==> config.mk <==
export PLATFORM = sky130hd
export DESIGN_NAME = rgb_to_hsv_converter_top
export DESIGN_NICKNAME = d
export VERILOG_FILES = /design/src/hw/rtl/rhc_pkg.sv /design/src/hw/rtl/rhc_front.sv /design/src/hw/rtl/rhc_cell.sv /design/src/hw/rtl/rgb_to_hsv_converter_top.sv
export SDC_FILE = /design/constraint.sdc
export NUM_CORES = 2
export LEC_CHECK = 0
export ABC_AREA = 1
export BUFFER_PORTS_ARGS = -buffer_cell sky130_fd_sc_hd__buf_2
export CORE_MARGIN = 1.5
export CORE_UTILIZATION = 57
export CTS_CLUSTER_DIAMETER = 30
export DETAILED_ROUTE_END_ITERATION = 8
export HOLD_SLACK_MARGIN = 0.03
export PLACE_DENSITY = 0.73
export SYNTH_ARGS = -nofsm -noshare
export SYNTH_HDL_FRONTEND = slang
export SYNTH_SLANG_ARGS = --single-unit
export TNS_END_PERCENT = 50
==> constraint.sdc <==
create_clock -name clk -period 31.5 [get_ports clk]
set_input_delay 0 -clock clk [delete_from_list [all_inputs] [get_ports clk]]
set_output_delay 0 -clock clk [all_outputs]
set_load 0.01 [all_outputs]
==> src/hw/rtl/rhc_pkg.sv <==
// Shared constants for the RGB to HSV converter.
package rhc_pkg;
  localparam int HUE_FRAC_BITS_DEF = 6;
  localparam int CH_W    = 8;
  localparam int HUE_W   = 15;
  localparam int PCT_W   = 7;
  localparam int TOTAL_W = 17;   // d * hue degrees, below 2^17
  localparam int SDIV_W  = 15;   // 100 * spread
  localparam int IN_TDATA_W  = 24;
  localparam int OUT_TDATA_W = 32;
  localparam int HUE_FULL_DEF = 360 << HUE_FRAC_BITS_DEF;
endpackage

==> src/hw/rtl/rhc_front.sv <==
// Entry stage: max, min, spread, hue numerator, saturation dividend, value.
module rhc_front #(
  parameter int HUE_FRAC_BITS = rhc_pkg::HUE_FRAC_BITS_DEF,
  parameter int NW = rhc_pkg::TOTAL_W + HUE_FRAC_BITS
) (
  input  logic                       clk,
  input  logic                       rst_n,
  input  logic                       en,
  input  logic                       in_valid,
  input  logic [rhc_pkg::CH_W-1:0]   red,
  input  logic [rhc_pkg::CH_W-1:0]   green,
  input  logic [rhc_pkg::CH_W-1:0]   blue,
  output logic                       valid_r,
  output logic [NW-1:0]              rem_h_r,
  output logic [rhc_pkg::SDIV_W-1:0] rem_s_r,
  output logic [rhc_pkg::CH_W-1:0]   d_r,
  output logic [rhc_pkg::CH_W-1:0]   hi_r,
  output logic [rhc_pkg::PCT_W-1:0]  val_r
);
  logic [7:0]         hi, lo, d;
  logic signed [8:0]  num;
  logic [8:0]         off;
  logic [16:0]        offd;
  logic signed [18:0] tot;
  logic [15:0]        vx;
  logic [16:0]        vq;

  always_comb begin
    hi = red;
    lo = red;
    if (green > hi) hi = green;
    if (blue > hi) hi = blue;
    if (green < lo) lo = green;
    if (blue < lo) lo = blue;
    d = hi - lo;
    // red wins a tie, then green
    if (hi == red) begin
      num = $signed({1'b0, green}) - $signed({1'b0, blue});
      off = 9'd360;
    end else if (hi == green) begin
      num = $signed({1'b0, blue}) - $signed({1'b0, red});
      off = 9'd120;
    end else begin
      num = $signed({1'b0, red}) - $signed({1'b0, green});
      off = 9'd240;
    end
    offd = 17'(off) * 17'(d);
    tot  = 19'(num) * 19'sd60 + $signed({2'b00, offd});
    vx   = 16'(hi) * 16'd100;
    // divide by 255: (x + x/256 + 1) / 256
    vq   = (17'(vx) + 17'(vx >> 8) + 17'd1) >> 8;
  end

  always_ff @(posedge clk) begin
    if (!rst_n) begin
      valid_r <= 1'b0;
    end else if (en) begin
      valid_r <= in_valid;
    end
  end

  always_ff @(posedge clk) begin
    if (en) begin
      rem_h_r <= (NW'(tot[16:0]) << HUE_FRAC_BITS) + NW'(d >> 1);
      rem_s_r <= 15'(d) * 15'd100;
      d_r     <= d;
      hi_r    <= hi;
      val_r   <= vq[6:0];
    end
  end
endmodule

==> src/hw/rtl/rhc_cell.sv <==
// One divider cell: settles one hue quotient bit and, low down, one saturation bit.
module rhc_cell #(
  parameter int NW  = rhc_pkg::TOTAL_W + rhc_pkg::HUE_FRAC_BITS_DEF,
  parameter int QW  = 9 + rhc_pkg::HUE_FRAC_BITS_DEF,
  parameter int BIT = 0
) (
  input  logic                       clk,
  input  logic                       rst_n,
  input  logic                       en,
  input  logic                       valid_i,
  input  logic [NW-1:0]              rem_h_i,
  input  logic [rhc_pkg::SDIV_W-1:0] rem_s_i,
  input  logic [QW-1:0]              q_h_i,
  input  logic [rhc_pkg::PCT_W-1:0]  q_s_i,
  input  logic [rhc_pkg::CH_W-1:0]   d_i,
  input  logic [rhc_pkg::CH_W-1:0]   hi_i,
  input  logic [rhc_pkg::PCT_W-1:0]  val_i,
  output logic                       valid_o,
  output logic [NW-1:0]              rem_h_o,
  output logic [rhc_pkg::SDIV_W-1:0] rem_s_o,
  output logic [QW-1:0]              q_h_o,
  output logic [rhc_pkg::PCT_W-1:0]  q_s_o,
  output logic [rhc_pkg::CH_W-1:0]   d_o,
  output logic [rhc_pkg::CH_W-1:0]   hi_o,
  output logic [rhc_pkg::PCT_W-1:0]  val_o
);
  logic [NW-1:0]              dsh;
  logic [rhc_pkg::SDIV_W-1:0] ssh;
  logic [NW-1:0]              rh_n;
  logic [rhc_pkg::SDIV_W-1:0] rs_n;
  logic [QW-1:0]              qh_n;
  logic [rhc_pkg::PCT_W-1:0]  qs_n;

  always_comb begin
    dsh  = NW'(d_i) << BIT;
    rh_n = rem_h_i;
    qh_n = q_h_i;
    if (rem_h_i >= dsh) begin
      rh_n = rem_h_i - dsh;
      qh_n[BIT] = 1'b1;
    end
    ssh  = rhc_pkg::SDIV_W'(hi_i) << BIT;
    rs_n = rem_s_i;
    qs_n = q_s_i;
    if (BIT < rhc_pkg::PCT_W && rem_s_i >= ssh) begin
      rs_n = rem_s_i - ssh;
      qs_n[BIT % rhc_pkg::PCT_W] = 1'b1;
    end
  end

  always_ff @(posedge clk) begin
    if (!rst_n) begin
      valid_o <= 1'b0;
    end else if (en) begin
      valid_o <= valid_i;
    end
  end

  always_ff @(posedge clk) begin
    if (en) begin
      rem_h_o <= rh_n;
      rem_s_o <= rs_n;
      q_h_o   <= qh_n;
      q_s_o   <= qs_n;
      d_o     <= d_i;
      hi_o    <= hi_i;
      val_o   <= val_i;
    end
  end
endmodule

==> src/hw/rtl/rgb_to_hsv_converter_top.sv <==
// Top level of the RGB to HSV converter: entry stage, divider cell chain, output.
// Converts one 8-bit RGB pixel per clock into hue (degrees, fixed point with
// HUE_FRAC_BITS fraction bits, rounded to nearest, wrapped below 360),
// saturation (floor 100*spread/max) and value (floor 100*max/255). A pixel is
// taken every cycle while the output side keeps up. The pipeline is one entry
// stage, then one divider cell per hue quotient bit, each cell a
// compare-and-subtract. The whole chain advances together, so a stall at
// out_tready holds every stage.
module rgb_to_hsv_converter_top #(
  parameter int HUE_FRAC_BITS = rhc_pkg::HUE_FRAC_BITS_DEF
) (
  input  logic                            clk,
  input  logic                            rst_n,
  input  logic                            in_tvalid,
  output logic                            in_tready,
  input  logic [rhc_pkg::IN_TDATA_W-1:0]  in_tdata,   // red[7:0], green[15:8], blue[23:16]
  output logic                            out_tvalid,
  input  logic                            out_tready,
  output logic [rhc_pkg::OUT_TDATA_W-1:0] out_tdata   // hue[14:0], saturation[21:15],
                                                      // brightness[28:22], zero[31:29]
);
  localparam int NW = rhc_pkg::TOTAL_W + HUE_FRAC_BITS;
  localparam int QW = 9 + HUE_FRAC_BITS;   // quotient stays below 421 degrees
  localparam int FULL = 360 << HUE_FRAC_BITS;

  logic en;
  logic                       v    [QW+1];
  logic [NW-1:0]              rh   [QW+1];
  logic [rhc_pkg::SDIV_W-1:0] rs   [QW+1];
  logic [QW-1:0]              qh   [QW+1];
  logic [rhc_pkg::PCT_W-1:0]  qs   [QW+1];
  logic [rhc_pkg::CH_W-1:0]   dd   [QW+1];
  logic [rhc_pkg::CH_W-1:0]   hh   [QW+1];
  logic [rhc_pkg::PCT_W-1:0]  vv   [QW+1];
  logic [QW-1:0]              hue_w;
  logic [rhc_pkg::HUE_W-1:0]  hue;
  logic [rhc_pkg::PCT_W-1:0]  sat;

  // advance the whole chain unless the last item is stalled
  assign en        = !(v[QW] && !out_tready);
  assign in_tready = en;

  rhc_front #(.HUE_FRAC_BITS(HUE_FRAC_BITS), .NW(NW)) u_front (
    .clk(clk), .rst_n(rst_n), .en(en), .in_valid(in_tvalid),
    .red(in_tdata[7:0]), .green(in_tdata[15:8]), .blue(in_tdata[23:16]),
    .valid_r(v[0]), .rem_h_r(rh[0]), .rem_s_r(rs[0]), .d_r(dd[0]),
    .hi_r(hh[0]), .val_r(vv[0])
  );
  assign qh[0] = '0;
  assign qs[0] = '0;

  // one cell per hue bit, most significant first
  for (genvar i = 0; i < QW; i++) begin : g_cell
    rhc_cell #(.NW(NW), .QW(QW), .BIT(QW-1-i)) u_cell (
      .clk(clk), .rst_n(rst_n), .en(en),
      .valid_i(v[i]), .rem_h_i(rh[i]), .rem_s_i(rs[i]), .q_h_i(qh[i]),
      .q_s_i(qs[i]), .d_i(dd[i]), .hi_i(hh[i]), .val_i(vv[i]),
      .valid_o(v[i+1]), .rem_h_o(rh[i+1]), .rem_s_o(rs[i+1]), .q_h_o(qh[i+1]),
      .q_s_o(qs[i+1]), .d_o(dd[i+1]), .hi_o(hh[i+1]), .val_o(vv[i+1])
    );
  end

  always_comb begin
    // wrap 360 and above back into range; grey pixels have hue 0
    hue_w = qh[QW];
    if (hue_w >= QW'(FULL)) hue_w = hue_w - QW'(FULL);
    if (dd[QW] == '0) hue_w = '0;
    hue = rhc_pkg::HUE_W'(hue_w);
    // black pixel: saturation 0
    sat = (hh[QW] == '0) ? '0 : qs[QW];
  end

  assign out_tvalid = v[QW];
  assign out_tdata  = {3'b000, vv[QW], sat, hue};
endmodule

==> run_results.csv <==
group,metric,value,unit
outcome,run_status,"completed",
job,count_of_max_cap_constraint_violations,0,
global_routing,global_route.usage.met2,38.42,%
critical_path,worst_setup_path_startpoint,"in_tdata[0]",
logic_synthesis,synth.ff_latch_count,945,
logic_synthesis,library_cells_used_by_synthesis,63,
global_routing,global_route.usage.met3,3.741,%
finish,final.fill_count,5937,
timing,timing.final.crit_share,35.93,%
placement,detailedPlacementHpwl,57770,um
critical_path,critical_path.endpoint,"u_front.rem_h_r[22]$_DFFE_PN_",
drt,drt_wl_total,82630,um
clock_network,cts_tree,"yes",
drt,wire_per_inst,14.72,um
drt,remaining_design_rule_violation_count,0,
timing,timing_worst_slew_pin_value,1218,ps
critical_path,worst_ep_required_time,31980,ps
drt,first_pass_iters,6,
finish,fin_nets,4836,
clock_network,cts.clk_slew.worst_paths,50,ps
global_routing,gr-total-overflow,0,
die,floorplan.rows,106,
drt,drt-vias-per-instance,5.243,
clock_network,cts_root_buffer,"sky130_fd_sc_hd__clkbuf_16",
timing,finalSetupViolCount,0,
critical_path,regToRegEndpoint,"g_cell[12].u_cell.rem_h_o[11]$_DFFE_PN_",
finish,synthToLayoutAreaGrowth,15.48,%
timing,final.hold.worst_slack,76.17,ps
critical_path,worst_setup_path_category,"input port to flop",
placement,globalplace.congestion,0.8884,
critical_path,critical_path.most_common_cell,"sky130_fd_sc_hd__nand2_1",
logic_synthesis,post_synth_instance_area,0.04783,sq mm
critical_path,critical_path.reg2reg.startpoint,"g_cell[14].u_cell.valid_o$_SDFFE_PN0N_",
critical_path,crit_path_capture_type,"flop",
global_routing,grt.busiest_layer,"met2",
critical_path,critical_path_depth,61,
min_path,worst_min_path_class,"input port to flop",
drt,postRouteAntennaNets,0,
logic_synthesis,ys_async_sr_fraction,0,%
clock_network,clkSinkCount,945,
timing,timing.clock.skew,34.90,ps
critical_path,worst-r2r-cell-count,7,
finish,n_antenna_cell,0,
global_routing,antenna_violations_before_repair,0,
critical_path,cp.buffers_inverters,12,
critical_path,critical_path.startpoint_type,"input port",
timing,worst_slew_margin_rel,18.77,%
placement,io_buffer_count,58,
die,placeableCoreArea,0.08342,sq mm
finish,multiInputGateArea,0.01684,sq mm
logic_synthesis,synth.yosys.seq_area_share,58.99,%
logic_synthesis,synth-main-ff-cell,"sky130_fd_sc_hd__edfxtp_1",
clock_network,cts_hold_buffers,14,
clock_network,worstSkewPairLatency,730,ps
logic_synthesis,ys_warn_count,0,
critical_path,critical-path-max-stage-delay,780,ps
clock_network,cts_resized,0,
global_routing,grt_start_max_net_pins,209,
clock_network,cts_setup_buffers,0,
timing,final-max-slew-violation-count,0,
finish,post_route_cells_drive_above_1_share,9.330,%
clock_network,total_cts_buffers,169,
die,starting_density,57.34,%
drt,detailedRoute.firstIterationViolations,1424,
die,die-width,292.7,um
critical_path,worstPathMaxFanout,12,
critical_path,critical_path.top_delay_family,"adder cells",
finish,sequential_cell_area,0.02822,sq mm
critical_path,crit_slowest_cell,"sky130_fd_sc_hd__a21boi_1",
logic_synthesis,edff_count_synth,929,
global_routing,grt_pass1_vias,30100,
critical_path,regToRegSetupSlack,27260,ps
timing,finalSetupTns,0,ps
timing,rsz_0062_raised_after_global_routing,"no",
timing,finalHoldViolations,0,
clock_network,cts.path.max_buffers,3,
global_routing,global_route_wire_length_before_repair,137700,um
critical_path,worst_ep_arrival_time,11790,ps
global_routing,total_routing_usage_reported_by_global_routing,19.84,%
drt,vias,29440,
die,count_of_pins_on_the_block_boundary,62,
die,die_area,0.08566,sq mm
global_routing,grt_use_met1,20.86,%
clock_network,htree_num_levels,4,
logic_synthesis,post_synth.cell_area_avg,11.45,sq um
timing,timing.final.crit_period,11320,ps
die,fp.dieH,292.7,um
timing,fmax,0.08835,GHz
logic_synthesis,synth_cells,4179,
[final cells by class]
class	instances	share of cell area [%]
clock inverter	130	2.564
clock buffer	183	7.790
timing repair buffer	84	0.9650
multi-input combinational	2509	30.48
inverter	683	4.664
tap	1080	2.446
sequential	945	51.09
[through the flow]
stage               utilization [%]  cell area, sq um  cells  setup WS (ps)
floorplan                         -             47840   4181           4018
global placement              59.19             49370   5287          19700
detailed placement            59.19             49370   5287          19540
CTS                           66.21             55230   5614          20190
global route                  66.21             55230   5614          19250
finish                        66.21             55230   5614          20180
[flip-flops by register name, summed over array words and instances (netlist names)]
name and cells:
g_cell.u_cell.d_o 112, g_cell.u_cell.hi_o 120, g_cell.u_cell.q_h_o 120, g_cell.u_cell.q_s_o 28, g_cell.u_cell.rem_h_o 246, g_cell.u_cell.rem_s_o 150, g_cell.u_cell.val_o 105, g_cell.u_cell.valid_o 15
u_front.d_r 7, u_front.hi_r 8, u_front.rem_h_r 16, u_front.rem_s_r 10, u_front.val_r 7, u_front.valid_r 1
[worst min-delay path by stage]
stage               cells past startpoint  slack (ps)          from                                endpoint
floorplan                               2         140         rst_n  g_cell[10].u_cell.valid_o$_SDFFE_PN0N_
global placement                        3         290     in_tvalid            u_front.valid_r$_SDFFE_PN0N_
detailed placement                      3         300     in_tvalid            u_front.valid_r$_SDFFE_PN0N_
CTS                                     5          40   in_tdata[2]               u_front.hi_r[2]$_DFFE_PN_
global route                            5          70   in_tdata[2]               u_front.hi_r[2]$_DFFE_PN_
finish                                  3          80  in_tdata[23]               u_front.hi_r[7]$_DFFE_PN_
[synth_stat cells, types with 6 or more instances]
master                        n  area, sq um
sky130_fd_sc_hd__a211oi_1    17        127.6
sky130_fd_sc_hd__a21o_1      10        75.07
sky130_fd_sc_hd__a21oi_1    250         1251
sky130_fd_sc_hd__a31oi_1      7        43.79
sky130_fd_sc_hd__buf_2        7        35.03
sky130_fd_sc_hd__clkbuf_1    27        101.4
sky130_fd_sc_hd__dfxtp_1     16        320.3
sky130_fd_sc_hd__edfxtp_1   929        27900
sky130_fd_sc_hd__fa_1        77         1541
sky130_fd_sc_hd__ha_1       339         4242
sky130_fd_sc_hd__inv_1      674         2530
sky130_fd_sc_hd__nand2_1    504         1892
sky130_fd_sc_hd__nand2_2     21        131.4
sky130_fd_sc_hd__nand3_1    138        690.7
sky130_fd_sc_hd__nand3_2     11        110.1
sky130_fd_sc_hd__nand4_1     65        406.6
sky130_fd_sc_hd__nor2_1     348         1306
sky130_fd_sc_hd__nor2_2       6        37.54
sky130_fd_sc_hd__nor3_1      60        300.3
sky130_fd_sc_hd__nor4_1      50        312.8
sky130_fd_sc_hd__o2111ai_1    6        52.55
sky130_fd_sc_hd__o211ai_1     6        45.04
sky130_fd_sc_hd__o21a_1       8        60.06
sky130_fd_sc_hd__o21ai_0    229         1146
sky130_fd_sc_hd__o21bai_1    15        112.6
sky130_fd_sc_hd__o31ai_1     11        82.58
sky130_fd_sc_hd__or2_2       13        81.33
sky130_fd_sc_hd__xnor2_1     93        814.5
sky130_fd_sc_hd__xor2_1     173         1515
[worst reg2reg max path, delay by kind of cell, from the launching register on]
family	cells	cell delay, ps
buffers and inverters	6	3450
DFF	1	310
and+or+nand+nor	1	30
[metal layers]
layer,routed length (um),vias to the layer above
met4,2581,0
met3,2810,205
met1,31700,13810
li1,-,14920
met5,0,-
met2,45540,508
[cell families (layout without fill, tap and decap cells)]
| kind of cell | Yosys count | after routing | synth area share (%) |
|---|---|---|---|
| xor gates and xnor gates | 266 | 266 | 4.871 |
| buffers and inverters | 727 | 1080 | 5.820 |
| adders and majority gates | 416 | 416 | 12.09 |
| AOI/OAI and AO/OA | 586 | 586 | 6.791 |
| DFF | 945 | 945 | 58.99 |
| and+or+nand+nor | 1238 | 1238 | 11.43 |
| other | 1 | 3 | 0.007840 |
[layout by cell type, fill, tap and decap left out, types with 6 or more instances in the layout]
cell type                       Yosys  layout
sky130_fd_sc_hd__inv_8              0       6
sky130_fd_sc_hd__a21o_1            10      10
sky130_fd_sc_hd__o21bai_1          15      15
sky130_fd_sc_hd__bufinv_16          0      16
sky130_fd_sc_hd__xor2_1           173     173
sky130_fd_sc_hd__a21oi_1          250     250
sky130_fd_sc_hd__o2111ai_1          6       6
sky130_fd_sc_hd__a211oi_1          17      17
sky130_fd_sc_hd__dlygate4sd3_1      0      14
sky130_fd_sc_hd__fa_1              77      77
sky130_fd_sc_hd__inv_1            674     673
sky130_fd_sc_hd__nor4_1            50      50
sky130_fd_sc_hd__nand2_1          504     504
sky130_fd_sc_hd__clkinv_2           0      32
sky130_fd_sc_hd__clkinvlp_4         0      16
sky130_fd_sc_hd__clkbuf_16          0     170
sky130_fd_sc_hd__nand4_1           65      65
sky130_fd_sc_hd__nor2_2             6       6
sky130_fd_sc_hd__dfxtp_1           16      16
sky130_fd_sc_hd__xnor2_1           93      93
sky130_fd_sc_hd__nor3_1            60      60
sky130_fd_sc_hd__or2_2             13      13
sky130_fd_sc_hd__a31oi_1            7       7
sky130_fd_sc_hd__buf_4              5      11
sky130_fd_sc_hd__o21ai_0          229     229
sky130_fd_sc_hd__nand2_2           21      21
sky130_fd_sc_hd__clkinv_4           1      16
sky130_fd_sc_hd__clkinv_8           0       6
sky130_fd_sc_hd__o211ai_1           6       6
sky130_fd_sc_hd__ha_1             339     339
sky130_fd_sc_hd__nand3_1          138     138
sky130_fd_sc_hd__nor2_1           348     348
sky130_fd_sc_hd__o21a_1             8       8
sky130_fd_sc_hd__nand3_2           11      11
sky130_fd_sc_hd__edfxtp_1         929     929
sky130_fd_sc_hd__buf_2              7      58
sky130_fd_sc_hd__clkbuf_1          27      13
sky130_fd_sc_hd__clkinv_1           3      23
sky130_fd_sc_hd__o31ai_1           11      11
sky130_fd_sc_hd__inv_6              0      12
Power is not shown: default switching activity piles up to over one toggle a cycle in this logic, so the estimate is an artifact.
